===== config.mk =====
export PLATFORM = sky130hd
export DESIGN_NAME = button_gesture_detector_core
export DESIGN_NICKNAME = d
export VERILOG_FILES = /design/src/sv/bgd_pkg.sv /design/src/sv/bgd_step.sv /design/src/sv/button_gesture_detector_core.sv
export SDC_FILE = /design/constraint.sdc
export NUM_CORES = 1
export LEC_CHECK = 0
export ABC_AREA = 1
export BUFFER_PORTS_ARGS = -buffer_cell sky130_fd_sc_hd__buf_2
export CORE_ASPECT_RATIO = 0.6
export CORE_MARGIN = 2
export CORE_UTILIZATION = 39
export DETAILED_ROUTE_END_ITERATION = 8
export PLACE_DENSITY = 0.51
export SYNTH_ARGS = -nofsm -noshare
export SYNTH_HDL_FRONTEND = slang
export SYNTH_SLANG_ARGS = --single-unit
export TNS_END_PERCENT = 5

===== constraint.sdc =====
create_clock -name clk -period 11.5 [get_ports clk]
set_input_delay 0.575 -clock clk [delete_from_list [all_inputs] [get_ports clk]]
set_output_delay 0.575 -clock clk [all_outputs]
set_load 0.02 [all_outputs]

===== src/sv/bgd_pkg.sv =====
`default_nettype none
package bgd_pkg;

  // Default timestamp width
  localparam int TIME_BITS_DEF = 32;

  // Field widths
  localparam int NOW_W   = 32;
  localparam int CFG_W   = 16;
  localparam int TOTAL_W = 32;
  localparam int EV_W    = 2;
  localparam int IDX_W   = 2;

  // Register reset values
  localparam logic [CFG_W-1:0] CLICK_WINDOW_RST = 16'd400;
  localparam logic [CFG_W-1:0] LONG_PRESS_RST   = 16'd1000;
  localparam logic [CFG_W-1:0] DOUBLE_CLICK_RST = 16'd250;

  // Register indexes
  localparam logic [IDX_W-1:0] REG_CLICK_WINDOW = 2'd0;
  localparam logic [IDX_W-1:0] REG_LONG_PRESS   = 2'd1;
  localparam logic [IDX_W-1:0] REG_DOUBLE_CLICK = 2'd2;

  // Total adjustments
  localparam logic [TOTAL_W-1:0] ADJ_TRIPLE = 32'd100;
  localparam logic [TOTAL_W-1:0] ADJ_FOUR   = 32'd10;
  localparam logic [TOTAL_W-1:0] ADJ_HOLD   = 32'd5;

  // Event codes
  localparam logic [EV_W-1:0] EV_NONE       = 2'd0;
  localparam logic [EV_W-1:0] ONE_TRIPLE    = 2'd3;
  localparam logic [EV_W-1:0] ONE_DOUBLE    = 2'd2;
  localparam logic [EV_W-1:0] TWO_SHORT     = 2'd1;
  localparam logic [EV_W-1:0] TWO_LONG      = 2'd2;
  localparam logic [EV_W-1:0] THREE_REPEAT  = 2'd1;
  localparam logic [EV_W-1:0] THREE_SHORT   = 2'd2;
  localparam logic [EV_W-1:0] FOUR_DOUBLE   = 2'd1;
  localparam logic [EV_W-1:0] FOUR_SINGLE   = 2'd2;

  // Click counter values
  localparam logic [1:0] CNT_IDLE = 2'd0;
  localparam logic [1:0] CNT_ONE  = 2'd1;
  localparam logic [1:0] CNT_TWO  = 2'd2;

  typedef struct packed {
    logic [3:0] prev_levels;
    logic [1:0] one_count;
    logic       four_pending;
  } bgd_ctl_t;

  typedef struct packed {
    logic [EV_W-1:0] one_clicks;
    logic [EV_W-1:0] two_release;
    logic [EV_W-1:0] three_event;
    logic [EV_W-1:0] four_event;
  } bgd_events_t;

  typedef struct packed {
    logic [CFG_W-1:0] click_window;
    logic [CFG_W-1:0] long_press;
    logic [CFG_W-1:0] double_click;
  } bgd_cfg_t;

endpackage
`default_nettype wire


===== src/sv/bgd_step.sv =====
`default_nettype none
module bgd_step #(
  parameter int TIME_BITS = bgd_pkg::TIME_BITS_DEF
) (
  input  wire logic [3:0]                   levels,
  input  wire logic [TIME_BITS-1:0]         now,
  input  wire bgd_pkg::bgd_cfg_t            cfg,
  input  wire bgd_pkg::bgd_ctl_t            ctl,
  input  wire logic [TIME_BITS-1:0]         one_start,
  input  wire logic [TIME_BITS-1:0]         two_start,
  input  wire logic [TIME_BITS-1:0]         three_start,
  input  wire logic [TIME_BITS-1:0]         four_start,
  input  wire logic [bgd_pkg::TOTAL_W-1:0]  total,
  output bgd_pkg::bgd_ctl_t                 ctl_next,
  output logic [TIME_BITS-1:0]              one_start_next,
  output logic [TIME_BITS-1:0]              two_start_next,
  output logic [TIME_BITS-1:0]              three_start_next,
  output logic [TIME_BITS-1:0]              four_start_next,
  output logic [bgd_pkg::TOTAL_W-1:0]       total_next,
  output bgd_pkg::bgd_events_t              events
);

  logic [3:0] fall, rise;
  logic [TIME_BITS-1:0] win1, longp, win4;
  logic [TIME_BITS-1:0] el1a, el1b, el2, el3, el4a, el4b;
  logic [1:0] cnt_mid, cnt_next;
  logic [bgd_pkg::EV_W-1:0] ev1_mid, ev1, ev2, ev3, ev4;
  logic [bgd_pkg::TOTAL_W-1:0] t1, t3;
  logic pend_mid, pend_next;

  assign fall = ~levels & ctl.prev_levels;
  assign rise = levels & ~ctl.prev_levels;

  assign win1  = TIME_BITS'(cfg.click_window);
  assign longp = TIME_BITS'(cfg.long_press);
  assign win4  = TIME_BITS'(cfg.double_click);

  // wrapping elapsed times
  assign el1a = now - one_start;
  assign el1b = now - one_start_next;
  assign el2  = now - two_start;
  assign el3  = now - three_start;
  assign el4a = now - four_start;
  assign el4b = now - four_start_next;

  // button one: press counting, then timeout
  always_comb begin
    one_start_next = one_start;
    cnt_mid        = ctl.one_count;
    ev1_mid        = bgd_pkg::EV_NONE;
    t1             = total;
    if (fall[0]) begin
      unique case (ctl.one_count)
        bgd_pkg::CNT_IDLE: begin
          one_start_next = now;
          cnt_mid        = bgd_pkg::CNT_ONE;
        end
        bgd_pkg::CNT_ONE: cnt_mid = bgd_pkg::CNT_TWO;
        default: begin
          if (el1a < win1) begin
            t1      = total + bgd_pkg::ADJ_TRIPLE;
            ev1_mid = bgd_pkg::ONE_TRIPLE;
          end else begin
            t1      = total + bgd_pkg::TOTAL_W'(bgd_pkg::CNT_TWO);
            ev1_mid = bgd_pkg::ONE_DOUBLE;
          end
          cnt_mid = bgd_pkg::CNT_IDLE;
        end
      endcase
    end
    ev1      = ev1_mid;
    cnt_next = cnt_mid;
    if (ev1_mid == bgd_pkg::EV_NONE &&
        (cnt_mid == bgd_pkg::CNT_ONE || cnt_mid == bgd_pkg::CNT_TWO) && el1b >= win1) begin
      t1       = total + bgd_pkg::TOTAL_W'(cnt_mid);
      ev1      = cnt_mid;
      cnt_next = bgd_pkg::CNT_IDLE;
    end
  end

  // button two
  always_comb begin
    two_start_next = two_start;
    ev2            = bgd_pkg::EV_NONE;
    if (fall[1]) begin
      two_start_next = now;
    end else if (rise[1]) begin
      ev2 = (el2 > longp) ? bgd_pkg::TWO_LONG : bgd_pkg::TWO_SHORT;
    end
  end

  // button three
  always_comb begin
    three_start_next = three_start;
    ev3              = bgd_pkg::EV_NONE;
    t3               = t1;
    priority if (fall[2]) begin
      three_start_next = now;
    end else if (!levels[2] && !ctl.prev_levels[2]) begin
      if (el3 >= longp) begin
        t3  = t1 - bgd_pkg::ADJ_HOLD;
        ev3 = bgd_pkg::THREE_REPEAT;
      end
    end else if (rise[2]) begin
      if (el3 < longp) begin
        t3  = '0;
        ev3 = bgd_pkg::THREE_SHORT;
      end
    end
  end

  // button four
  always_comb begin
    four_start_next = four_start;
    pend_mid        = ctl.four_pending;
    ev4             = bgd_pkg::EV_NONE;
    total_next      = t3;
    if (fall[3]) begin
      if (!ctl.four_pending) begin
        four_start_next = now;
        pend_mid        = 1'b1;
      end else if (el4a < win4) begin
        total_next = t3 + bgd_pkg::ADJ_FOUR;
        pend_mid   = 1'b0;
        ev4        = bgd_pkg::FOUR_DOUBLE;
      end
    end
    pend_next = pend_mid;
    if (pend_mid && el4b > win4) begin
      total_next = t3 - bgd_pkg::ADJ_FOUR;
      pend_next  = 1'b0;
      ev4        = bgd_pkg::FOUR_SINGLE;
    end
  end

  always_comb begin
    events.one_clicks     = ev1;
    events.two_release    = ev2;
    events.three_event    = ev3;
    events.four_event     = ev4;
    ctl_next.prev_levels  = levels;
    ctl_next.one_count    = cnt_next;
    ctl_next.four_pending = pend_next;
  end

endmodule
`default_nettype wire


===== src/sv/button_gesture_detector_core.sv =====
`default_nettype none
// Channel   Dir  Beat contents (tdata from bit 0 up)
// s_axis    in   levels one..four [3:0], now_ms [35:4], zero pad [39:36]
// m_axis    out  one_clicks, two_release, three_event, four_event, running_total
// cfg       in   cfg_index selects register, cfg_data 16-bit value
//
// One scan per cycle: a beat is taken every clock while the result register is
// empty or being drained, and its result appears on m_axis in the next cycle.
// All gesture state is updated on the accepting edge by the single-pass logic
// in bgd_step; the result register is the only stage.
// rst (synchronous) restores released levels, zero times, counters and total,
// and the register defaults 400 / 1000 / 250 ms. cfg_ready is always high.
// A stalled m_axis holds its beat; s_axis_tready follows it.
module button_gesture_detector_core #(
  parameter int TIME_BITS = bgd_pkg::TIME_BITS_DEF
) (
  input  wire logic                         clk,
  input  wire logic                         rst,
  input  wire logic                         s_axis_tvalid,
  output logic                              s_axis_tready,
  // [0] button_one_level, [1] two, [2] three, [3] four, [35:4] now_ms, [39:36] zero
  input  wire logic [39:0]                  s_axis_tdata,
  output logic                              m_axis_tvalid,
  input  wire logic                         m_axis_tready,
  // [1:0] one_clicks, [3:2] two_release, [5:4] three_event, [7:6] four_event,
  // [39:8] running_total
  output logic [39:0]                       m_axis_tdata,
  input  wire logic                         cfg_valid,
  output logic                              cfg_ready,
  input  wire logic [bgd_pkg::IDX_W-1:0]    cfg_index,
  input  wire logic [bgd_pkg::CFG_W-1:0]    cfg_data
);

  bgd_pkg::bgd_cfg_t    cfg;
  bgd_pkg::bgd_ctl_t    ctl, ctl_next;
  bgd_pkg::bgd_events_t events;

  logic [TIME_BITS-1:0] now;
  logic [TIME_BITS-1:0] one_start, two_start, three_start, four_start;
  logic [TIME_BITS-1:0] one_start_next, two_start_next, three_start_next, four_start_next;
  logic [bgd_pkg::TOTAL_W-1:0] total, total_next;
  logic [bgd_pkg::NOW_W-1:0] now_in;
  logic accept;

  assign now_in = s_axis_tdata[35:4];

  // timestamps are taken modulo 2^TIME_BITS
  generate
    if (TIME_BITS <= bgd_pkg::NOW_W) begin : g_now_trunc
      assign now = now_in[TIME_BITS-1:0];
    end else begin : g_now_ext
      assign now = {{(TIME_BITS-bgd_pkg::NOW_W){1'b0}}, now_in};
    end
  endgenerate

  assign s_axis_tready = !m_axis_tvalid || m_axis_tready;
  assign accept        = s_axis_tvalid && s_axis_tready;
  assign cfg_ready     = 1'b1;

  // configuration registers; unlisted index is ignored
  always_ff @(posedge clk) begin
    if (rst) begin
      cfg.click_window <= bgd_pkg::CLICK_WINDOW_RST;
      cfg.long_press   <= bgd_pkg::LONG_PRESS_RST;
      cfg.double_click <= bgd_pkg::DOUBLE_CLICK_RST;
    end else if (cfg_valid) begin
      if (cfg_index == bgd_pkg::REG_CLICK_WINDOW) cfg.click_window <= cfg_data;
      if (cfg_index == bgd_pkg::REG_LONG_PRESS)   cfg.long_press   <= cfg_data;
      if (cfg_index == bgd_pkg::REG_DOUBLE_CLICK) cfg.double_click <= cfg_data;
    end
  end

  bgd_step #(
    .TIME_BITS (TIME_BITS)
  ) u_step (
    .levels           (s_axis_tdata[3:0]),
    .now              (now),
    .cfg              (cfg),
    .ctl              (ctl),
    .one_start        (one_start),
    .two_start        (two_start),
    .three_start      (three_start),
    .four_start       (four_start),
    .total            (total),
    .ctl_next         (ctl_next),
    .one_start_next   (one_start_next),
    .two_start_next   (two_start_next),
    .three_start_next (three_start_next),
    .four_start_next  (four_start_next),
    .total_next       (total_next),
    .events           (events)
  );

  // gesture state, advanced once per accepted scan
  always_ff @(posedge clk) begin
    if (rst) begin
      ctl.prev_levels  <= '1;
      ctl.one_count    <= bgd_pkg::CNT_IDLE;
      ctl.four_pending <= 1'b0;
      one_start        <= '0;
      two_start        <= '0;
      three_start      <= '0;
      four_start       <= '0;
      total            <= '0;
    end else if (accept) begin
      ctl         <= ctl_next;
      one_start   <= one_start_next;
      two_start   <= two_start_next;
      three_start <= three_start_next;
      four_start  <= four_start_next;
      total       <= total_next;
    end
  end

  // result register
  always_ff @(posedge clk) begin
    if (rst) begin
      m_axis_tvalid <= 1'b0;
    end else if (accept) begin
      m_axis_tvalid <= 1'b1;
    end else if (m_axis_tready) begin
      m_axis_tvalid <= 1'b0;
    end
  end

  always_ff @(posedge clk) begin
    if (accept) begin
      m_axis_tdata <= {total_next, events.four_event, events.three_event,
                       events.two_release, events.one_clicks};
    end
  end

endmodule
`default_nettype wire

==> results of run 1 <==
stage by stage:
step / util / hold WS [ns] / setup WS (ns) / power, W / instances
finish: 0.433 / 0.291 / 3.57 / 0.00415 / 5958
global route: 0.433 / 0.320 / 2.70 / 0.00445 / 5958
global placement: 0.416 / 0.448 / 3.37 / 0.00291 / 5896
detailed placement: 0.416 / 0.453 / 3.30 / 0.00292 / 5896
CTS: 0.433 / 0.278 / 3.67 / 0.00413 / 5958
floorplan: - / 0.433 / 5.75 / 0.00238 / 4893
where the power goes:
| group | internal (W) | total (W) | switching, W |
|---|---|---|---|
| Sequential | 0.000991 | 0.00105 | 0.0000582 |
| Clock | 0.000728 | 0.00120 | 0.000473 |
| Combinational | 0.000611 | 0.00190 | 0.00129 |
layout make-up:
class,instances,share of cell area
Timing Repair Buffer,134,0.0236
Multi-Input combinational cell,3751,0.636
Clock buffer,48,0.0314
Inverter,768,0.0905
Clock inverter,14,0.00705
Sequential cell,256,0.173
Tap cell,987,0.0386
synthesized netlist by cell type, drive strengths merged:
cell	number	area (µm²)
nor2	473	1910
o21a	8	60.1
clkinv	11	41.3
o21bai	17	128
a21boi	20	150
a41oi	1	8.76
a21o	7	52.6
fa	6	120
xor2	158	1380
nor3	65	325
a21oi	428	2150
or2	10	62.6
o2111ai	4	35.0
nand4	94	588
o211ai	31	233
nand3	244	1270
mux2	1	11.3
buf	24	166
nor4b	3	26.3
and2	8	50.1
o311ai	1	8.76
inv	757	2840
a22oi	1	7.51
nor4	12	75.1
edfxtp	40	1200
o21ai	382	1970
o221ai	5	43.8
nand3b	17	131
dfxtp	216	4320
ha	277	3470
clkbuf	94	353
o31ai	4	30.0
a211oi	11	82.6
a2111oi	3	26.3
nor3b	4	30.0
o211a	1	10.0
xnor2	42	368
a221oi	3	26.3
a31oi	9	56.3
and3	6	37.5
conb	1	3.75
nand2	1390	5360
o22ai	4	25.0
routing by layer:
metal	part of all wire	vias up	global-route usage
li1	-	15987	-
met1	0.55	14286	0.497
met2	0.33	1040	0.352
met3	0.10	82	0.0696
met4	0.012	0	0.0405
met5	0	-	0
cells by family (layout without fill, tap and decap cells):
kind of cell,count (synthesis),in the layout
simple gates,2326,2326
compound gates,940,940
buf+inv,886,964
fa+ha+maj,283,283
flops,256,256
xor+xnor,200,200
other cells,1,1
mux,1,1
sequential cells by signal, indices dropped and copies added (netlist names):
name and flops:
ctl 7, total 32, m_axis_tvalid 1, m_axis_tdata 40, one_start 32, three_start 32, two_start 32, four_start 32
cfg 48
final timing paths:
| check | cells after the start | end | slack [ns] | startpoint |
|---|---|---|---|---|
| worst max-delay path | 37 | total[19] | 3.57 | ctl[6] |
| worst min register to register | 2 | two_start[30] | 0.46 | two_start[30] |
| worst max register to register | 37 | total[19] | 3.57 | ctl[6] |
| worst min-delay path | 3 | ctl[6] | 0.29 | s_axis_tdata[3] |
worst max-delay path, delay by kind of cell (launching register included):
family	cells	cell delay, ns
and+or+nand+nor	14	2.62
buffers and inverters	11	2.11
AOI/OAI and AO/OA	9	2.07
adders and majority gates	2	0.49
DFF	1	0.31
xor gates and xnor gates	1	0.18
==> impl_results.md, run 1 <==
- Wire length per cell: around 19 µm
- Final weighted congestion in routability-driven placement: 0.971
- Yosys cell types: 63
- Cell count after synthesis: between 4000 and 5000
- Vias in the first global route: ~28000
- Pins over their slew limit: 0
- Antenna diode count: 0
- Total gr overflow: 0
- Wire length of the first global-routing pass: 172 mm
- Die H: about 220 µm
- Worst Setup Path Type: reg2reg
- Standard-cell row count: slightly below 80
- Most common cell after layout, fill and taps aside: nand2_1
- Post-Syn Area per Cell: 5.98 µm²
- Via total after detailed routing: between 30000 and 40000
- H-tree levels: 2
- Die width: between 300 and 400 µm
- Clock Sinks: 256
- CTS hold repair buffers: 0
- Worst-case clock buffer depth: 3
- Compound-Gate Fraction of Synth Area: 0.174
- Number of nets in the synthesized netlist: between 5000 and 6000
- XOR/XNOR Fraction of Synth Area: 0.0599
- Critical path's largest stage delay: ~0.62 ns
- Residual DRC count: 0
- Path type of the worst min-delay path: in2reg
- Num CTS Buffers: 34
- Hold violation count in the final report: 0
- Fraction of layout instances using a drive strength above 1: 0.0652
- Root cell of the clock tree: clkbuf_16
- Adder-Cell Fraction of Synth Area: 0.123
- Period utilisation layout: 0.690
- Maximum number of pins on one net before global-route repair: between 100 and 150
- P_leak: 15.8 nW
- Via/cell ratio: between 5 and 6
- Most frequent cells in the layout: nand2_1 (1351), inv_1 (728), nor2_1 (444)
- Highest clock rate: around 0.13 GHz
- Setup TNS Final: 0 ns
- Part of the Yosys area used for sequential elements: 0.189
- Final wirelength: 114 mm
- Clock slew at the register clock pins of the worst setup and hold paths: approximately 0.060 ns
- Data required, critical path: between 10 and 15 ns
- Number of antenna violations at the first check in global routing: 1
- Largest voltage drop on the vdd net: roughly 0.087 mV
- Number of port buffers: 100
- Number of endpoints failing setup at the final stage: 0
- Slowest cell on the critical path: nor4b_1
- Max transition margin: 0.190
- Largest family of logic cells by synthesized area: simple AND/OR/NAND/NOR gates
- Category of the worst setup path capture point: flop
- Post-layout instance area: around 32000 µm²
- Synth Register Bits: roughly 260
- Syn. warnings: 0
- RSZ-0062 raised after global routing: no
- I/O pin count: 106
- Nets@finish: ~5300
- Startpoint types: flop
- Cell mode on critical path: inv_1
- Starting density of the core: 0.396
- Multi-input combinational cell area: around 20000 µm²
- Number of detailed-routing iterations run before antenna repair: 6
- Placement-stage cell area: approximately 31000 µm²
- Pin slew with the least headroom to its limit: roughly 1.2 ns
- Fill cell instance count of the final layout: just over 8000
- Resize count post-CTS: 0
- Shortest clock period the worst path allows after layout: 7.93 ns
- Core area: about 74000 µm²
- Half-perimeter wire length of the detailed placement result: 93.7 mm
- Total Routing Usage GR: 0.292
- FF/Latch Area: roughly 5500 µm²
- Max-cap violation count: 0
- Arrival time of the worst setup path: 8.38 ns
- Setup Fix Bufs, Post-CTS: 0
- Cell area power density: 130 nW/µm²
- Combined area of all synthesized cells: roughly 29000 µm²
- Area fraction in and, or, nand and nor cells after synthesis: 0.337
- Run status: completed
- Iteration-0 DRC count of the detailed router: around 3000
- TritonCTS clock tree: built
- Largest fanout on the critical path: between 40 and 50
- Area delta synth->final: 9.28%
- Number of nets with antenna violations after routing: 0
- Area of the die: just under 80000 µm²
- Worst setup skew after layout: 0.0305 ns
- Clock latency of the later-clocked register in the worst-skew pair: 0.58 ns
- Multiplexer share of the synthesized area: 0.000385
Power figures use the tool's default switching activity.
==> inputs of run 2 (changes only) <==
Clock period 11.5 ns to 8.2 ns, I/O delays scaled along.
==> impl_results.md, run 2 (same netlist as run 1, synthesis figures left out) <==
- Run status: completed
- Worst setup skew after layout: ~0.024 ns
- Data required, critical path: ~8.5 ns
- Vias in the first global route: 27929
- Largest register FFs: 48
- Number of detailed-routing iterations run before antenna repair: 5
- Core area: roughly 74000 µm²
- Final Worst Setup Slack: roughly 0.89 ns
- Critical path's largest stage delay: 0.75 ns
- Worst-case clock buffer depth: 3
- Via total after detailed routing: approximately 32000
- Setup TNS Final: 0 ns
- Root cell of the clock tree: clkbuf_16
- Maximum number of pins on one net before global-route repair: 100
- Period utilisation layout: 0.891
- Startpoint types: flop
- Final weighted congestion in routability-driven placement: around 1.0
- Category of the worst setup path capture point: flop
- Residual DRC count: 0
- Max transition margin: 0.269
- Wire length per cell: roughly 19 µm
- Number of antenna violations at the first check in global routing: 9
- Die H: between 200 and 250 µm
- Number of endpoints failing setup at the final stage: 0
- Num CTS Buffers: 31
- Total Routing Usage GR: 0.295
- Arrival time of the worst setup path: between 7 and 8 ns
- Highest clock rate: 0.137 GHz
- TritonCTS clock tree: built
- Setup Fix Bufs, Post-CTS: 0
- Clock slew at the register clock pins of the worst setup and hold paths: 0.07 ns
- Biggest register: cfg
- Largest voltage drop on the vdd net: 0.159 mV
- Wire length of the first global-routing pass: ~170 mm
- H-tree levels: 1
- CTS hold repair buffers: 0
- Via/cell ratio: between 5 and 6
- Area of the die: between 70000 and 80000 µm²
- Area delta synth->final: 9.77%
- Final wirelength: about 120 mm
- Nets@finish: about 5300
- Worst Setup Path Type: reg2reg
- Largest delay contributor family on the critical path: compound AO/OA/AOI/OAI gates
- RSZ-0062 raised after global routing: no
- Pin slew with the least headroom to its limit: ~1.1 ns
- Resize count post-CTS: 0
- Pins over their slew limit: 0
- Number of port buffers: 100
- Buffering stage count on the worst path with inverters included: 7
- Fraction of layout instances using a drive strength above 1: 0.0710
- Most frequent cells in the layout: nand2_1 (1351), inv_1 (728), nor2_1 (444)
- Path type of the worst min-delay path: in2reg
- Starting density of the core: 0.396
- Shortest clock period the worst path allows after layout: around 7.3 ns
- Largest fanout on the critical path: 24
- Most common cell after layout, fill and taps aside: nand2_1
- Half-perimeter wire length of the detailed placement result: 95.8 mm
- Max-cap violation count: 0
- Clock Sinks: 256
- I/O pin count: between 100 and 150
- Number of nets with antenna violations after routing: 0
- Place WS: 0.858 ns
- P_leak: approximately 16 nW
- Clock latency of the later-clocked register in the worst-skew pair: approximately 0.63 ns
- Top flop regs: cfg: 48 flops, m_axis_tdata: 40 flops
- Die width: approximately 360 µm
- Cell area power density: ~180 nW/µm²
- Hold violation count in the final report: 0
- Standard-cell row count: between 70 and 80
- Iteration-0 DRC count of the detailed router: 3169
- Slowest cell on the critical path: a21oi_2
- Total gr overflow: 0
[run 2: cell types whose count changed in the layout (fill, tap and decap cells not counted)]
cell,previous run,this run
diode_2,0,2
clkbuf_1,5,0
clkinv_4,0,5
buf_4,34,64
inv_4,1,3
clkbuf_8,8,3
clkbuf_16,35,32
inv_6,3,6
clkinvlp_4,3,2
[run 2: per-stage QoR]
step / hold WS [ns] / util / power (W) / cell area (µm²) / std cells
after detailed placement: 0.455 / 0.419 / 0.00412 / 31000 / 5926
after floorplan: 0.433 / - / 0.00334 / 29200 / 4893
after global placement: 0.448 / 0.419 / 0.00412 / 31000 / 5926
after global routing: 0.0830 / 0.434 / 0.00617 / 32100 / 5985
after CTS: 0.0386 / 0.434 / 0.00572 / 32100 / 5984
final: 0.0749 / 0.434 / 0.00576 / 32100 / 5986
[run 2: path summary, 6_finish.rpt]
| check | depth (start not counted) | to | start | slack, ns |
|---|---|---|---|---|
| worst max-delay path | 33 | m_axis_tdata[14] | ctl[6] | 0.89 |
| worst min-delay path | 3 | ctl[6] | s_axis_tdata[3] | 0.07 |
| worst max register to register | 33 | m_axis_tdata[14] | ctl[6] | 0.89 |
| worst min register to register | 2 | three_start[19] | three_start[19] | 0.46 |
[run 2: metal layers]
layer  track usage  up-vias  part of all wire
met5             0        -                 0
met4        0.0347        0             0.011
met3        0.0606       69              0.11
met2         0.350     1116              0.33
met1         0.517    14402              0.55
li1              -    16033                 -
[run 2: where the power goes]
group	internal (W)	leakage [nW]	switching, W
logic	0.000871	13.2	0.00184
clock network	0.000910	0.561	0.000669
registers	0.00139	2.17	0.0000772
[run 2: final cells by class]
type                    instances  area (µm²)
flip-flops and latches        256        5530
diodes                          2        5.00
repair buffers                164         981
fillers                      8073       41800
well taps                     987        1230
clock inverters                23         300
inverters                     768        2890
multi-input cells            3751       20300
clock buffers                  35         842
[run 2: tightest hold or removal path: stages]
cell	delay, ns
buf_2	0.13
nand2_1	0.06
o211ai_1	0.07
